<file path="config.mk">
export PLATFORM = sky130hd
export DESIGN_NAME = path_collation_comparator_top
export DESIGN_NICKNAME = d
export VERILOG_FILES = /design/src/rtl/pcc_pkg.sv /design/src/rtl/path_collation_comparator_top.sv /design/src/rtl/pcc_pair_order.sv
export VERILOG_INCLUDE_DIRS = /design/src /design/src/rtl
export SDC_FILE = /design/constraint.sdc
export NUM_CORES = 1
export LEC_CHECK = 0
export ABC_AREA = 1
export BUFFER_PORTS_ARGS = -buffer_cell sky130_fd_sc_hd__buf_2
export CAP_MARGIN = 0
export CORE_ASPECT_RATIO = 0.7
export CORE_MARGIN = 4
export CORE_UTILIZATION = 45
export CTS_BUF_LIST = sky130_fd_sc_hd__clkbuf_8
export DETAILED_ROUTE_END_ITERATION = 6
export GPL_TIMING_DRIVEN = 0
export PLACE_DENSITY = 0.65
export REMOVE_ABC_BUFFERS = 1
export SLEW_MARGIN = 40
export SYNTH_ARGS = -nofsm -noshare
export SYNTH_HDL_FRONTEND = slang
export SYNTH_SLANG_ARGS = --single-unit
</file>
<file path="constraint.sdc">
create_clock -name i_clk -period 2.79 [get_ports i_clk]
set_clock_uncertainty 0.1 [all_clocks]
set_input_delay 0.6975 -clock i_clk [delete_from_list [all_inputs] [get_ports i_clk]]
set_output_delay 0.6975 -clock i_clk [all_outputs]
set_load 0.05 [all_outputs]
</file>
<file path="src/rtl/assert_macros.svh">
// Assertion macros for the RTL file that carries checks, the comparator top level.
`ifndef ASSERT_MACROS_SVH
`define ASSERT_MACROS_SVH

// Same-cycle implication, disabled while reset is asserted
`define ASSERT_IMPL(label, clk, rst_n, ante, cons) \
    label: assert property (@(posedge clk) disable iff (!rst_n) (ante) |-> (cons)) \
        else $error("same-cycle implication violated");

// Next-cycle implication, disabled while reset is asserted
`define ASSERT_NEXT(label, clk, rst_n, ante, cons) \
    label: assert property (@(posedge clk) disable iff (!rst_n) (ante) |=> (cons)) \
        else $error("next-cycle implication violated");

`endif

</file>
<file path="src/rtl/pcc_pkg.sv">
// Package for the path collation comparator: character codes, class ranks, helpers.
package pcc_pkg;

    typedef logic [7:0] t_char;
    typedef logic [4:0] t_rank;

    // Verdict on one character pair
    typedef struct packed {
        logic differ;      // pair differs after case folding
        logic fault;       // pair cannot be ordered
        logic left_first;  // left byte sorts first
    } t_pair_verdict;

    // Character codes
    localparam t_char CH_SPACE   = 8'h20;
    localparam t_char CH_BANG    = 8'h21;
    localparam t_char CH_HASH    = 8'h23;
    localparam t_char CH_DOLLAR  = 8'h24;
    localparam t_char CH_PERCENT = 8'h25;
    localparam t_char CH_AMP     = 8'h26;
    localparam t_char CH_QUOTE   = 8'h27;
    localparam t_char CH_LPAREN  = 8'h28;
    localparam t_char CH_RPAREN  = 8'h29;
    localparam t_char CH_PLUS    = 8'h2B;
    localparam t_char CH_COMMA   = 8'h2C;
    localparam t_char CH_MINUS   = 8'h2D;
    localparam t_char CH_DOT     = 8'h2E;
    localparam t_char CH_SLASH   = 8'h2F;
    localparam t_char CH_ZERO    = 8'h30;
    localparam t_char CH_NINE    = 8'h39;
    localparam t_char CH_SEMI    = 8'h3B;
    localparam t_char CH_EQUAL   = 8'h3D;
    localparam t_char CH_AT      = 8'h40;
    localparam t_char CH_UPPER_A = 8'h41;
    localparam t_char CH_UPPER_Z = 8'h5A;
    localparam t_char CH_LBRACK  = 8'h5B;
    localparam t_char CH_BSLASH  = 8'h5C;
    localparam t_char CH_RBRACK  = 8'h5D;
    localparam t_char CH_CARET   = 8'h5E;
    localparam t_char CH_UNDER   = 8'h5F;
    localparam t_char CH_GRAVE   = 8'h60;
    localparam t_char CH_LOWER_A = 8'h61;
    localparam t_char CH_LOWER_Z = 8'h7A;
    localparam t_char CH_LBRACE  = 8'h7B;
    localparam t_char CH_RBRACE  = 8'h7D;
    localparam t_char CH_TILDE   = 8'h7E;
    localparam t_char CH_HIGH    = 8'h80;
    localparam t_char CASE_DELTA = 8'h20;

    // Class ranks, lowest sorts first
    localparam t_rank RANK_SLASH   = 5'd0;
    localparam t_rank RANK_SPACE   = 5'd1;
    localparam t_rank RANK_BANG    = 5'd2;
    localparam t_rank RANK_HASH    = 5'd3;
    localparam t_rank RANK_DOLLAR  = 5'd4;
    localparam t_rank RANK_PERCENT = 5'd5;
    localparam t_rank RANK_AMP     = 5'd6;
    localparam t_rank RANK_QUOTE   = 5'd7;
    localparam t_rank RANK_LPAREN  = 5'd8;
    localparam t_rank RANK_RPAREN  = 5'd9;
    localparam t_rank RANK_PLUS    = 5'd10;
    localparam t_rank RANK_COMMA   = 5'd11;
    localparam t_rank RANK_MINUS   = 5'd12;
    localparam t_rank RANK_DOT     = 5'd13;
    localparam t_rank RANK_DIGIT   = 5'd14;
    localparam t_rank RANK_SEMI    = 5'd15;
    localparam t_rank RANK_EQUAL   = 5'd16;
    localparam t_rank RANK_AT      = 5'd17;
    localparam t_rank RANK_LETTER  = 5'd18;
    localparam t_rank RANK_LBRACK  = 5'd19;
    localparam t_rank RANK_RBRACK  = 5'd20;
    localparam t_rank RANK_CARET   = 5'd21;
    localparam t_rank RANK_UNDER   = 5'd22;
    localparam t_rank RANK_GRAVE   = 5'd23;
    localparam t_rank RANK_LBRACE  = 5'd24;
    localparam t_rank RANK_RBRACE  = 5'd25;
    localparam t_rank RANK_TILDE   = 5'd26;
    localparam t_rank RANK_HIGH    = 5'd27;
    localparam t_rank RANK_UNDEC   = 5'd28;

    // Fold upper-case letters to lower case
    function automatic t_char f_fold(input t_char c);
        if (c >= CH_UPPER_A && c <= CH_UPPER_Z) begin
            return c + CASE_DELTA;
        end
        return c;
    endfunction

    // Map a byte to its collation class rank
    function automatic t_rank f_rank(input t_char c);
        t_rank rk;
        rk = RANK_UNDEC;
        if (c >= CH_HIGH) begin
            rk = RANK_HIGH;
        end else if (c >= CH_ZERO && c <= CH_NINE) begin
            rk = RANK_DIGIT;
        end else if ((c >= CH_UPPER_A && c <= CH_UPPER_Z) ||
                     (c >= CH_LOWER_A && c <= CH_LOWER_Z)) begin
            rk = RANK_LETTER;
        end else begin
            unique case (c)
                CH_SLASH, CH_BSLASH: rk = RANK_SLASH;
                CH_SPACE:            rk = RANK_SPACE;
                CH_BANG:             rk = RANK_BANG;
                CH_HASH:             rk = RANK_HASH;
                CH_DOLLAR:           rk = RANK_DOLLAR;
                CH_PERCENT:          rk = RANK_PERCENT;
                CH_AMP:              rk = RANK_AMP;
                CH_QUOTE:            rk = RANK_QUOTE;
                CH_LPAREN:           rk = RANK_LPAREN;
                CH_RPAREN:           rk = RANK_RPAREN;
                CH_PLUS:             rk = RANK_PLUS;
                CH_COMMA:            rk = RANK_COMMA;
                CH_MINUS:            rk = RANK_MINUS;
                CH_DOT:              rk = RANK_DOT;
                CH_SEMI:             rk = RANK_SEMI;
                CH_EQUAL:            rk = RANK_EQUAL;
                CH_AT:               rk = RANK_AT;
                CH_LBRACK:           rk = RANK_LBRACK;
                CH_RBRACK:           rk = RANK_RBRACK;
                CH_CARET:            rk = RANK_CARET;
                CH_UNDER:            rk = RANK_UNDER;
                CH_GRAVE:            rk = RANK_GRAVE;
                CH_LBRACE:           rk = RANK_LBRACE;
                CH_RBRACE:           rk = RANK_RBRACE;
                CH_TILDE:            rk = RANK_TILDE;
                default:             rk = RANK_UNDEC;
            endcase
        end
        return rk;
    endfunction

endpackage

</file>
<file path="src/rtl/path_collation_comparator_top.sv">
// Top level of the path collation comparator: input register, decision state, result register.
//
// Usage: the sender streams one character pair per beat on the input channel
// (i_valid / o_ready) with left/right bytes, their present flags and last_pair
// on the final position of a comparison. Exactly one result beat
// (o_valid / i_ready) leaves per comparison, carrying o_left_first and
// o_fault; beats without last_pair produce no result.
// Throughput: one pair per cycle while no last_pair beat waits for room in the
// result register; one rank lookup and compare sit between the input register
// and the result register. The result of a last_pair beat passes the input
// register, then the result register.
// Stall: while the result register is full and i_ready is low, beats without
// last_pair keep flowing into the decision state; the next last_pair beat
// waits in the input register and o_ready drops. No beat is lost or repeated.
// Reset (i_rst_n low, synchronous): both registers empty, decision state
// cleared. Each comparison also clears the state on its last_pair beat.
`include "assert_macros.svh"

module path_collation_comparator_top (
    input  logic       i_clk,
    input  logic       i_rst_n,
    input  logic       i_valid,
    output logic       o_ready,
    input  logic [7:0] i_left_char,
    input  logic [7:0] i_right_char,
    input  logic       i_left_present,
    input  logic       i_right_present,
    input  logic       i_last_pair,
    output logic       o_valid,
    input  logic       i_ready,
    output logic       o_left_first,
    output logic       o_fault
);

    // input register
    logic           r_s1_valid;
    pcc_pkg::t_char r_s1_left_char;
    pcc_pkg::t_char r_s1_right_char;
    logic           r_s1_left_present;
    logic           r_s1_right_present;
    logic           r_s1_last;

    // decision state
    logic r_decided;
    logic r_result;
    logic r_fault_seen;
    logic n_decided;
    logic n_result;
    logic n_fault_seen;

    // result register
    logic r_out_valid;
    logic r_out_left_first;
    logic r_out_fault;

    logic                   in_fire;
    logic                   s1_fire;
    logic                   out_free;
    pcc_pkg::t_pair_verdict verdict;

    pcc_pair_order u_pair_order (
        .i_left_char  (r_s1_left_char),
        .i_right_char (r_s1_right_char),
        .o_verdict    (verdict)
    );

    // Handshake: a last beat needs room in the result register
    assign out_free = !r_out_valid || i_ready;
    assign s1_fire  = r_s1_valid && (!r_s1_last || out_free);
    assign o_ready  = !r_s1_valid || s1_fire;
    assign in_fire  = i_valid && o_ready;

    // Capture the incoming beat
    always_ff @(posedge i_clk) begin
        if (!i_rst_n) begin
            r_s1_valid <= 1'b0;
        end else if (in_fire) begin
            r_s1_valid <= 1'b1;
        end else if (s1_fire) begin
            r_s1_valid <= 1'b0;
        end
    end

    always_ff @(posedge i_clk) begin
        if (in_fire) begin
            r_s1_left_char     <= i_left_char;
            r_s1_right_char    <= i_right_char;
            r_s1_left_present  <= i_left_present;
            r_s1_right_present <= i_right_present;
            r_s1_last          <= i_last_pair;
        end
    end

    // Fold the pair into the decision; hold once decided
    always_comb begin
        n_decided    = r_decided;
        n_result     = r_result;
        n_fault_seen = r_fault_seen;
        if (!r_decided) begin
            if (r_s1_left_present && r_s1_right_present) begin
                if (verdict.differ) begin
                    n_decided    = 1'b1;
                    n_result     = verdict.left_first;
                    n_fault_seen = verdict.fault;
                end
            end else begin
                // shorter path sorts first
                n_decided = 1'b1;
                n_result  = r_s1_right_present;
            end
        end
    end

    // Advance the decision state; drop it at the end of a comparison
    always_ff @(posedge i_clk) begin
        if (!i_rst_n) begin
            r_decided    <= 1'b0;
            r_result     <= 1'b0;
            r_fault_seen <= 1'b0;
        end else if (s1_fire) begin
            if (r_s1_last) begin
                r_decided    <= 1'b0;
                r_result     <= 1'b0;
                r_fault_seen <= 1'b0;
            end else begin
                r_decided    <= n_decided;
                r_result     <= n_result;
                r_fault_seen <= n_fault_seen;
            end
        end
    end

    // Load the result beat
    always_ff @(posedge i_clk) begin
        if (!i_rst_n) begin
            r_out_valid <= 1'b0;
        end else if (s1_fire && r_s1_last) begin
            r_out_valid <= 1'b1;
        end else if (i_ready) begin
            r_out_valid <= 1'b0;
        end
    end

    always_ff @(posedge i_clk) begin
        if (s1_fire && r_s1_last) begin
            r_out_left_first <= n_decided && n_result;
            r_out_fault      <= n_fault_seen;
        end
    end

    assign o_valid      = r_out_valid;
    assign o_left_first = r_out_left_first;
    assign o_fault      = r_out_fault;

    // Checks
    `ASSERT_IMPL(a_fault_implies_decided, i_clk, i_rst_n, r_fault_seen, r_decided && !r_result)
    `ASSERT_IMPL(a_fault_not_first, i_clk, i_rst_n, o_valid && o_fault, !o_left_first)
    `ASSERT_NEXT(a_state_cleared, i_clk, i_rst_n, s1_fire && r_s1_last, !r_decided && !r_fault_seen)

endmodule

</file>
<file path="src/rtl/pcc_pair_order.sv">
// Combinational ordering of one character pair by collation class.
module pcc_pair_order (
    input  pcc_pkg::t_char        i_left_char,
    input  pcc_pkg::t_char        i_right_char,
    output pcc_pkg::t_pair_verdict o_verdict
);

    pcc_pkg::t_char l_fold;
    pcc_pkg::t_char r_fold;
    pcc_pkg::t_rank l_rank;
    pcc_pkg::t_rank r_rank;
    logic           l_loose;
    logic           r_loose;

    assign l_fold = pcc_pkg::f_fold(i_left_char);
    assign r_fold = pcc_pkg::f_fold(i_right_char);
    assign l_rank = pcc_pkg::f_rank(i_left_char);
    assign r_rank = pcc_pkg::f_rank(i_right_char);

    // High/unclassed bytes order vs classed ones; two such only if both are high
    assign l_loose = (l_rank == pcc_pkg::RANK_HIGH) || (l_rank == pcc_pkg::RANK_UNDEC);
    assign r_loose = (r_rank == pcc_pkg::RANK_HIGH) || (r_rank == pcc_pkg::RANK_UNDEC);

    // Loose pairs may fault; else class, then code; left wins between separators
    always_comb begin
        o_verdict.differ     = (l_fold != r_fold);
        o_verdict.fault      = 1'b0;
        o_verdict.left_first = 1'b0;
        priority if (l_loose && r_loose &&
                     !(l_rank == pcc_pkg::RANK_HIGH && r_rank == pcc_pkg::RANK_HIGH)) begin
            o_verdict.fault = 1'b1;
        end else if (l_rank != r_rank) begin
            o_verdict.left_first = (l_rank < r_rank);
        end else if (l_rank == pcc_pkg::RANK_SLASH) begin
            // two different separators: left side wins
            o_verdict.left_first = 1'b1;
        end else begin
            o_verdict.left_first = (l_fold < r_fold);
        end
    end

endmodule
</file>
## After elaboration in Yosys (flattened, before gate mapping)

Memory sizes are Yosys's and may differ from the RTL's. A register that Yosys moved wholly into a read port is not among the register bits.
Index checks and enable logic that the tools add are counted.

- Register bits after elaboration: 26
- ROM bits: 1280
- Output and inout port bits: 4
- Logic and storage cells: 102
- Memories: 2

Memory list:

| name | depth | bits a word | rd ports | clocked after memory_dff | wr ports | RTL line | source |
|---|---|---|---|---|---|---|---|
| (no name shown) | 128 | 5 | 1 | 1 | 0 | pcc_pkg.sv:101 | `unique case (c)` |
| (no name shown) | 128 | 5 | 1 | 1 | 0 | pcc_pkg.sv:101 |  |

- Add/subtract/negate cells: 2
- $lt $le $gt $ge: 16
- Equal/unequal tests: 6
- Muxes and demuxes: 36
- Reduce and logical (&&, ||, !) cells: 28

Operators with widths:

| cell | number |
|---|---|
| $mux W5 | 8 |
| $ge A8 B7 Y1 const B | 4 |
| $le A8 B7 Y1 const B | 4 |
| $mux W8 | 4 |
| $mux W1 | 22 |
| $eq A5 B5 Y1 const B | 4 |
| $add A8 B6 Y8 const B | 2 |
| $ge A8 B6 Y1 const B | 2 |
| $ge A8 B8 Y1 const B | 2 |
| $le A8 B6 Y1 const B | 2 |
| $logic_and A1 B1 Y1 | 14 |
| $mux W7 | 2 |
| $lt A8 B8 Y1 | 1 |
| $ne A8 B8 Y1 | 1 |
| $logic_or A1 B1 Y1 | 7 |
| $logic_not A5 Y1 | 1 |
| $lt A5 B5 Y1 | 1 |
| $ne A5 B5 Y1 | 1 |
| $logic_not A1 Y1 | 4 |
| $reduce_bool A2 Y1 | 2 |

## Longest topological paths before layout

Gate-level depths: netlist of run 1.

- Depth in word-level cells: 15
- Depth in mapped cells: 24
- Mapped depth without buffers: 24

## By module

A second synthesis of run 1 with hierarchy kept.

- Cells, all modules: 401
- Area total of the unflattened synthesis: 2660.1 µm²

Modules (own cells, without submodules):

| module | times used | cells each | area an instance (µm²) |
|---|---|---|---|
| pcc_pair_order | 1 | 325 | 1715.4 |
| path_collation_comparator_top | 1 | 76 | 944.7 |

## Least setup slack after synthesis of run 1

Ideal clock, no wire load.

- Kind: register -> register
- Start point: register r_out_valid (netlist: o_valid)
- End point: register with a tool-made name
- Library setup time: 0.122 ns
- Data arrival time: 2.734 ns
- Data required time: 2.568 ns
- Path slack: -0.166 ns
- Stages on the path, launching flop included: 17
- Buffers on the path: 2
- Clock period less this slack: 2.956 ns
- Cell sequence: dfxtp_1 -> inv_1 -> nor2_2 -> nand3_2 -> nand2_2 -> buf_4 -> buf_4 -> nand2_1 -> o21ai_0 -> ha_1 -> inv_1 -> nor3_1 -> nor2_1 -> nor3_2 -> o21ai_1 -> o41ai_1 -> inv_2

RTL lines:

| item | RTL line | source |
|---|---|---|
| start, declared | path_collation_comparator_top.sv:52 | `logic r_out_valid;` |
| start signal, assigned | path_collation_comparator_top.sv:136 | `r_out_valid <= 1'b0;` |
| start signal, assigned | path_collation_comparator_top.sv:138 | `r_out_valid <= 1'b1;` |
| start signal, assigned | path_collation_comparator_top.sv:140 | `r_out_valid <= 1'b0;` |

## Final worst setup path of run 1

- Start point: register r_s1_left_char[6]
- End point: register r_out_left_first (netlist: o_left_first), data pin

- Cells in the longest elaborated chain, start to end: 15
- Elaborated cells between the ends (all ways): 40
- Those cells by class: add/sub (1); order compare (9); eq/ne (4); mux (15); reduce/logical (11)

Ends and longest elaborated chain:

| item | RTL line | source |
|---|---|---|
| start, declared | path_collation_comparator_top.sv:37 | `pcc_pkg::t_char r_s1_left_char;` |
| start signal, assigned | path_collation_comparator_top.sv:86 | `r_s1_left_char <= i_left_char;` |
| branches (longest 14 deep; another with $ge A8 B7 Y1) | n/a |  |
| $logic_and A1 B1 Y1 * | path_collation_comparator_top.sv:146 | `r_out_left_first <= n_decided && n_result;` |
| end signal, assigned | path_collation_comparator_top.sv:146 |  |
| end, declared | path_collation_comparator_top.sv:53 | `logic r_out_left_first;` |

Mark *: on every way between the ends. The select of a mux whose other input is x is not followed.
A chain may end at the register's enable or synchronous reset.

==> metrics.yaml, run 1 <==
cap_violations: 0
crit_path_max_incr_delay_ns: 0.55
final.setup.tns_ns: 0
regToRegSetupSlack_ns: 0.02
clock_sinks: 36
initial_utilization_pct: 48.0
ys_warn_count: 0
synth_area_per_cell_um2: 6.95
syn2layout_area_growth_pct: 23.8
rsz0062_at_grt: "yes"
finalHoldViolations: 0
rows: 24
cts-root-buf: "clkbuf_8"
slew_headroom_pct: 48.5
setup_viol: 0
p_total_mw: 1.63
final_common_cell: "nand2_1"
port_buffers: 26
routedWlPerCell_um: 14.2
die_area_um2: 8300
tightest_slew_ns: 0.768
fin_ws_ns: 0.0249
grt_usage_pct: 18.3
slowest_stage: "edfxtp_1"
core_area_um2: 6460
drive_gt1_share_pct: 29.2
placed_cells: 558
fin_crit_sh_pct: 99.1
antenna_cells: 0
cts_tree: "yes"
multi_input_area_um2: 2100
final_cells: 587
hp-start: "r_fault_seen$_SDFFE_PN0P_"
antenna_found_initial: 0
cts_max_level: 2
crit_chain: "ha_1 -> nand3_1 -> nand2_2 -> nand2_4 -> xor2_1 -> ha_1 -> nand2_2 -> nor2_4 -> nand2_1 -> o211ai_1 -> nand2_1 -> inv_1 -> nand2_1 -> nand3_1 -> nand2_1 -> nand2_1 -> a21oi_1"
clockPowerShare_pct: 28.7
hold_path_depth: 2
cp_common_cell: "nand2_1"
num-fill-cells: 590
netlist_instances: 446
dpl_worst_slack_ns: -0.524
critPathRequiredTime_ns: 2.74
ys_seq_area_share_pct: 30.0
hpwl_um: 5690
numCtsBuffers: 5
reg2reg_depth: 17
worst-setup-path-type: "reg2reg"
synth_area_um2: 3100
r2r_start: "r_s1_left_char[6]$_DFFE_PP_"
min_to: "r_fault_seen$_SDFFE_PN0P_"
p_sw_mw: 0.563
grt_pass1_vias: 2676
path_delay_family: "simple AND/OR/NAND/NOR gates"
cp_max_fo: 6
clock_path_buffers: 2
seqPwrFrac_pct: 38.6
slew_violations: 0
clock.fmax_mhz: 362
route.detailed.drc: 0
hold_buffers: 0
startpoint_type: "flip-flop"
ys_ff_latch: 36
p_int_mw: 1.06
power.density_nw_per_um2: 424
first_pass_iters: 5
grt_pass1_wl_um: 12500
grt_overflow: 0
critPathBufInv: 1
ioPinCount: 27
routed_wirelength_um: 8320
path_clk_slew_ns: 0.08
post-route-util_pct: 59.4
synth.distinct_cells: 46
die_w_um: 107
final_cell_mix: "nand2_1, inv_1, nor2_1"
r2r-end: "o_left_first$_DFFE_PP_"
drt_iter0_markers: 279
crit_path_end_kind: "flip-flop"
swShare_pct: 34.6
die_y_um: 77.4
hp-class: "reg2reg"
cp.arrival_ns: 2.71
grt_max_degree: 31
nets: 542
gp_congestion: 0.922
ant_nets: 0
routed_via_density: 5.30
irDropWorstVdd_mv: 0.284
clk_latency_ns: 0.30
regArea_um2: 931
p_leak_nw: 1.78
vias: 3114
combPwrFrac_pct: 32.7
min_period_ns: 2.77
status: "finished clean"
## worst reg2reg max path, stage by stage, from the launching register on
cell	delay (ns)
edfxtp_1	0.55
ha_1	0.22
nand3_1	0.09
nand2_2	0.11
nand2_4	0.08
xor2_1	0.16
ha_1	0.31
nand2_2	0.09
nor2_4	0.09
nand2_1	0.09
o211ai_1	0.15
nand2_1	0.08
inv_1	0.08
nand2_1	0.05
nand3_1	0.07
nand2_1	0.05
nand2_1	0.07
a21oi_1	0.06
## cell type report
type	count	share of cell area (%)
timing repair buffer	46	7.50
clock inverter	3	1.11
inverter	78	7.63
multi-input combinational	328	54.7
sequential	36	24.3
clock buffer	5	1.79
tap	91	2.97
## worst max-delay path by stage
stage / cells after the start / slack [ns] / to / startpoint
finish: 17 / 0.02 / o_left_first$_DFFE_PP_ / r_s1_left_char[6]$_DFFE_PP_
global route: 21 / -0.14 / o_left_first$_DFFE_PP_ / r_s1_left_char[6]$_DFFE_PP_
CTS: 22 / 0.01 / o_left_first$_DFFE_PP_ / r_s1_right_char[1]$_DFFE_PP_
detailed placement: 14 / -0.52 / flip-flop / i_ready
global placement: 14 / -0.51 / flip-flop / i_ready
floorplan: 14 / -0.22 / flip-flop / o_valid$_SDFFE_PN0P_
## cell families after synthesis
logic type | Yosys count | synth area share [%]
AO/OA/AOI/OAI | 80 | 16.1
multiplexers | 1 | 0.363
AND/OR/NAND/NOR | 220 | 32.6
buffers and inverters | 83 | 10.6
adder cells (fa/ha/maj) | 24 | 9.69
XOR/XNOR | 2 | 0.565
flip-flops | 36 | 30.0
## stage by stage
step	instance area (um^2)	hold WS [ns]
floorplan	3060	0.342
global route	3840	0.418
CTS	3520	0.381
detailed placement	3310	0.370
finish	3840	0.380
global placement	3310	0.362
## layer usage
| metal | share of wire [%] | vias up | global-route usage [%] | wire length, um |
|---|---|---|---|---|
| met1 | 51 | 1426 | 29.4 | 4220 |
| met5 | 0 | - | 0 | 0 |
| met4 | 0.17 | 0 | 2.43 | 14 |
| li1 | - | 1567 | - | - |
| met3 | 6.6 | 2 | 4.31 | 547 |
| met2 | 43 | 119 | 25.0 | 3540 |
## what timing repair did
| item | in CTS | in global routing |
|---|---|---|
| gates cloned | 0 | 1 |
| setup endpoints to repair | 13 | 13 |
| pin swaps | 2 | 31 |
| gates resized for setup | 5 | 58 |
| buffers inserted | 10 | 10 |
## synthesized netlist by cell type, drive strengths merged
cell type | n | area share [%]
a2111o | 1 | 0.36
a211oi | 1 | 0.24
a21oi | 23 | 4.2
a221oi | 1 | 0.28
a22o | 2 | 0.57
a31oi | 2 | 0.40
a32o | 1 | 0.32
a32oi | 1 | 0.28
buf | 5 | 1.2
dfxtp | 15 | 9.7
edfxtp | 21 | 20
ha | 24 | 9.7
inv | 78 | 9.4
mux2 | 1 | 0.36
nand2 | 114 | 15
nand3 | 31 | 5.7
nand3b | 2 | 0.48
nand4 | 4 | 0.81
nor2 | 55 | 7.5
nor3 | 8 | 1.5
nor4 | 3 | 0.61
nor4b | 1 | 0.28
o211ai | 7 | 1.7
o21a | 1 | 0.24
o21ai | 35 | 6.3
o21bai | 1 | 0.24
o221ai | 1 | 0.28
o31ai | 2 | 0.48
o41ai | 1 | 0.28
or2 | 2 | 0.40
xor2 | 2 | 0.57
## power by group through the flow
stage	clock network, mW	registers, mW	logic, mW
floorplan	0	0.639	0.309
global placement	0	0.644	0.400
detailed placement	0	0.644	0.410
CTS	0.479	0.628	0.432
global route	0.510	0.632	0.588
finish	0.467	0.629	0.531
Note: power is estimated with default switching activity, not from simulation.
==> run 2, diff against run 1 <==
PLACE_DENSITY = unset   (was 0.65)
clock period = 3.4 ns   (was 2.79 ns; I/O delays follow)
==> run 2 against run 1 <==
Wire length fell by 13%. Maximum frequency fell by 7.1%. Via count fell by 6.4%. Die area did not move. Power fell by 28%. Sequential cell count did not move. Sequential share of layout area rose by 3.1 points. Clock power fell by 33%. Critical path depth fell by 4. Non-clock buffer count fell by 20. Final area fell by 11%. Largest cell class unchanged. Highest routed layer unchanged.
==> metrics.yaml, run 2 (synthesized netlist as in run 1, its figures left out) <==
grt_usage_pct: 18.3  # -0.019 points
clockPowerShare_pct: 26.5  # -2.2 points
swShare_pct: 35.7  # +1.0 points
vias: 2915  # -6.4%
gp_congestion: 0.907  # -1.6%
grt_pass1_vias: 2549  # -4.7%
num-fill-cells: 657  # +11%
final_cell_area_um2: 3410  # -11%
cts-root-buf: "clkbuf_8"
crit_path_end_kind: "flip-flop"
syn2layout_area_growth_pct: 9.89
cap_violations: 0  # unchanged
p_total_mw: 1.17  # -28%
initial_utilization_pct: 48.0  # unchanged
drt_iter0_markers: 228  # -18%
status: "finished clean"
slew_violations: 0  # unchanged
worst-setup-path-type: "reg2reg"
nets: 521  # -3.9%
core_area_um2: 6460  # unchanged
cts_tree: "yes"
grt_pass1_wl_um: 12500  # about the same
clock_path_buffers: 2  # unchanged
regToRegSetupSlack_ns: 0.42  # +0.40 ns
irDropWorstVdd_mv: 0.256  # -9.9%
final_cell_mix: "nand2_1, inv_1, nor2_1"
cts_max_level: 2  # unchanged
endpoint: "o_fault$_DFFE_PP_"
crit_chain: "nor2_1 -> nand3_1 -> nand2_1 -> nand2_2 -> inv_1 -> nand2_1 -> nand2_1 -> inv_1 -> ha_1 -> nand2_1 -> nor4b_2 -> nor2_1 -> mux2_2"
drive_gt1_share_pct: 16.6  # -13 points
hp-class: "reg2reg"
rsz0062_at_grt: "no"
slowest_stage: "nor4b_2"
crit_path_max_incr_delay_ns: 0.54  # about the same
ant_nets: 0  # unchanged
cp.arrival_ns: 2.92  # +0.21 ns
grt_max_degree: 31  # unchanged
r2r_start: "r_s1_right_char[7]$_DFFE_PP_"
clk_latency_ns: 0.29  # about the same
regArea_um2: 931  # unchanged
seqPwrFrac_pct: 44.3  # +5.7 points
ioPinCount: 27  # unchanged
antenna_cells: 0  # unchanged
power.density_nw_per_um2: 344  # -19%
multi_input_area_um2: 1850  # -12%
route.detailed.drc: 0  # unchanged
reg2reg_depth: 13  # -4
cp_max_fo: 7  # +1
finalHoldViolations: 0  # unchanged
cp_common_cell: "nand2_1"
startpoint_type: "flip-flop"
placed_area_um2: 3310  # unchanged
first_pass_iters: 6  # +1
p_int_mw: 0.754  # -29%
clock.fmax_mhz: 336  # -7.1%
routed_via_density: 5.15  # -2.9%
min_period_ns: 2.98  # +0.213 ns
grt_overflow: 0  # unchanged
final_common_cell: "nand2_1"
slew_headroom_pct: 51.8  # +3.4 points
p_leak_nw: 1.64  # -7.6%
antenna_found_initial: 0  # unchanged
clock_sinks: 36  # unchanged
rows: 24  # unchanged
combPwrFrac_pct: 29.2  # -3.5 points
path_clk_slew_ns: 0.08  # about the same
tightest_slew_ns: 0.718  # -0.0500 ns
die_w_um: 107  # unchanged
setup_viol: 0  # unchanged
numCtsBuffers: 5  # unchanged
die_area_um2: 8300  # unchanged
hpwl_um: 5660  # -0.42%
cts_setup_buffers: 0  # -10
port_buffers: 26  # unchanged
p_sw_mw: 0.418  # -26%
routedWlPerCell_um: 12.7  # -10%
die_y_um: 77.4  # unchanged
routed_wirelength_um: 7200  # -13%
critPathRequiredTime_ns: 3.34  # +0.60 ns
r2r-end: "o_fault$_DFFE_PP_"
fin_crit_sh_pct: 87.6  # -12 points
startpoint: "r_s1_right_char[7]$_DFFE_PP_"
## run 2: worst max-delay path, delay by kind of cell (launching register included)
kind / cells / cell delay (ns)
simple gates: 9 / 1.36
flops: 1 / 0.53
mux: 1 / 0.31
fa+ha+maj: 1 / 0.28
buf+inv: 2 / 0.15
## run 2: how the worst min path moves through the flow
stage                           endpoint                       from  slack [ns]  depth (start not counted)
2_1_floorplan  r_fault_seen$_SDFFE_PN0P_  r_fault_seen$_SDFFE_PN0P_        0.34                          2
3_3_place_gp   r_fault_seen$_SDFFE_PN0P_  r_fault_seen$_SDFFE_PN0P_        0.36                          2
3_5_place_dp   r_fault_seen$_SDFFE_PN0P_  r_fault_seen$_SDFFE_PN0P_        0.37                          2
4_1_cts        r_fault_seen$_SDFFE_PN0P_  r_fault_seen$_SDFFE_PN0P_        0.38                          2
5_1_grt        r_fault_seen$_SDFFE_PN0P_  r_fault_seen$_SDFFE_PN0P_        0.42                          2
6_report       r_fault_seen$_SDFFE_PN0P_  r_fault_seen$_SDFFE_PN0P_        0.38                          2
## run 2: through the flow
stage / hold WS, ns / setup WS [ns] / setup TNS (ns) / cells / utilization, %
2_1_floorplan: 0.342 / 0.254 / 0 / 441 / -
3_3_place_gp: 0.360 / -0.0298 / -0.0477 / 558 / 51.2
3_5_place_dp: 0.368 / -0.0563 / -0.0588 / 558 / 51.3
4_1_cts: 0.379 / 0.253 / 0 / 566 / 52.7
5_1_grt: 0.424 / 0.0688 / 0 / 566 / 52.8
6_report: 0.376 / 0.422 / 0 / 566 / 52.8
## run 2: final cells by class
class / count / area share, %
Clock buffer: 5 / 2.02
Clock inverter: 3 / 0.551
Inverter: 78 / 8.60
Multi-Input combinational cell: 327 / 54.3
Sequential cell: 36 / 27.3
Tap cell: 91 / 3.34
Timing Repair Buffer: 26 / 3.82
## run 2: power groups by stage
stage	Clock [mW]	Sequential [mW]	Combinational, mW
2_1_floorplan	0	0.524	0.253
3_3_place_gp	0	0.529	0.330
3_5_place_dp	0	0.529	0.335
4_1_cts	0.320	0.520	0.338
5_1_grt	0.338	0.524	0.393
6_report	0.311	0.520	0.342
## run 2: what timing repair did
item | 4_1_cts | 5_1_grt
hold buffers | 0 | 0
setup endpoints to repair | 0 | 2
resized for setup | 0 | 1
endpoints found under the hold margin | 0 | 0
## run 2: per-layer routing
layer | part of all wire, % | vias up | wire, um | global-route usage (%)
li1 | - | 1523 | - | -
met1 | 56 | 1310 | 4030 | 30.1
met2 | 37 | 78 | 2680 | 24.2
met3 | 6.4 | 4 | 463 | 3.98
met4 | 0.47 | 0 | 34 | 2.68
met5 | 0 | - | 0 | 0
==> run 3, diff against run 2 <==
CORE_UTILIZATION = 30   (was 45)
==> run 3 against run 2 <==
Via count fell by 0.38%. Critical path depth rose by 1. Setup slack got worse by 0.056 ns. Combinational power barely moved. Die area rose by 45%. Largest power group unchanged. Sequential cell count did not move. Cell count rose by 6.5%. Global-route usage fell by 5.7 points. Maximum frequency fell by 1.8%. Register-to-register slack barely moved. Wire length rose by 2.7%.
==> metrics.yaml, run 3 (synthesized netlist as in run 1, its figures left out) <==
hold_buffers: 0  # unchanged
post-route-util_pct: 35.0  # -18 points
grt_pass1_vias: 2651  # +4.0%
placed_area_um2: 3360  # +1.4%
min_period_ns: 3.03  # +0.0561 ns
path_clk_slew_ns: 0.08  # about the same
cp_max_fo: 30  # +23
multi_input_area_um2: 1850  # +0.20%
finalHoldViolations: 0  # unchanged
final_common_cell: "nand2_1"
numCtsBuffers: 5  # unchanged
final_cells: 603  # +6.5%
die_w_um: 129  # +21%
first_pass_iters: 5  # -1
slew_violations: 0  # unchanged
grt_max_degree: 31  # unchanged
p_total_mw: 1.18  # +0.50%
syn2layout_area_growth_pct: 11.5
crit_path_end_kind: "flip-flop"
critPathRequiredTime_ns: 3.48  # +0.14 ns
fin_crit_sh_pct: 89.2  # +1.6 points
clock.fmax_mhz: 330  # -1.8%
cp.arrival_ns: 3.11  # +0.19 ns
cap_violations: 0  # unchanged
antenna_cells: 0  # unchanged
cts-root-buf: "clkbuf_8"
core_area_um2: 9870  # +53%
final_cell_area_um2: 3460  # +1.5%
hp-class: "reg2reg"
routed_via_density: 4.82  # -6.5%
num-fill-cells: 1054  # +60%
ioPinCount: 27  # unchanged
dpl_worst_slack_ns: -0.0928  # -0.0365 ns
clock_sinks: 36  # unchanged
die_y_um: 93.0  # +20%
gp_congestion: 0.885  # -2.4%
grt_pass1_wl_um: 12500  # about the same
ant_nets: 0  # unchanged
status: "finished clean"
placed_cells: 595  # +6.6%
hpwl_um: 5720  # +0.99%
worst-setup-path-type: "in2reg"
irDropWorstVdd_mv: 0.192  # -25%
clock_path_buffers: 2  # unchanged
route.detailed.drc: 0  # unchanged
die_area_um2: 12000  # +45%
antenna_found_initial: 0  # unchanged
grt_usage_pct: 12.6  # -5.7 points
final_cell_mix: "nand2_1, inv_1, nor2_1"
drive_gt1_share_pct: 16.8  # +0.21 points
p_leak_nw: 1.65  # about the same
fin_ws_ns: 0.366  # -0.0561 ns
cts_max_level: 2  # unchanged
startpoint_type: "input port"
tightest_slew_ns: 0.721  # +0.00290 ns
grt_overflow: 0  # unchanged
cts_setup_buffers: 0  # unchanged
rsz0062_at_grt: "no"
drt_iter0_markers: 281  # +23%
slew_headroom_pct: 51.4  # -0.38 points
regArea_um2: 931  # unchanged
cts_tree: "yes"
rows: 30  # +25%
routed_wirelength_um: 7400  # +2.7%
setup_viol: 0  # unchanged
cts_resized: 0  # unchanged
routedWlPerCell_um: 12.3  # -3.6%
clk_latency_ns: 0.29  # about the same
power.density_nw_per_um2: 341  # -0.95%
vias: 2904  # -0.38%
nets: 521  # unchanged
port_buffers: 26  # unchanged
initial_utilization_pct: 31.4  # -17 points
==> run 3: cell counts in the layout (fill, tap and decap cells not counted) <==
Identical to the previous run, type by type.
==> run 3: worst max-delay path: stages <==
cell	delay [ns]
buf_2	0.10
nor2_2	0.15
nand3_2	0.13
nand2_4	0.31
o21ai_0	0.26
inv_1	0.16
ha_1	0.18
inv_1	0.07
nor3_1	0.32
nor2_1	0.14
nor3_2	0.19
o21ai_1	0.10
o41ai_1	0.09
inv_2	0.05
==> run 3: final cells by class <==
cell class | instances | share of cell area, %
sequential | 36 | 26.9
inverter | 78 | 8.47
clock buffer | 5 | 1.99
multi-input combinational | 327 | 53.7
timing repair buffer | 26 | 3.77
clock inverter | 3 | 0.543
tap | 128 | 4.63
==> run 3: power breakdown <==
part | total [mW] | switching (mW) | leakage, nW | internal [mW]
logic | 0.343 | 0.224 | 1.27 | 0.119
registers | 0.518 | 0.0255 | 0.330 | 0.493
clock network | 0.317 | 0.174 | 0.0479 | 0.143
==> run 3: metrics by stage <==
step / setup TNS [ns] / hold WS, ns
2_1_floorplan: 0 / 0.342
3_3_place_gp: -0.109 / 0.359
3_5_place_dp: -0.174 / 0.365
4_1_cts: 0 / 0.377
5_1_grt: 0 / 0.416
6_report: 0 / 0.372
==> run 3: final timing paths <==
check                               startpoint                   endpoint  slack (ns)  cells after the start
setup reg to reg  r_s1_right_char[7]$_DFFE_PP_     o_left_first$_DFFE_PP_        0.42                     17
setup / recovery                       i_ready                  flip-flop        0.37                     14
hold / removal       r_fault_seen$_SDFFE_PN0P_  r_fault_seen$_SDFFE_PN0P_        0.37                      2
hold reg to reg      r_fault_seen$_SDFFE_PN0P_  r_fault_seen$_SDFFE_PN0P_        0.37                      2
==> run 3: routing by layer <==
layer	wire, um	GRT usage [%]	share of wire [%]
met5	0	0	0
met3	421	2.85	5.7
met1	3920	19.1	53
met4	0	1.99	0
met2	3060	18.4	41
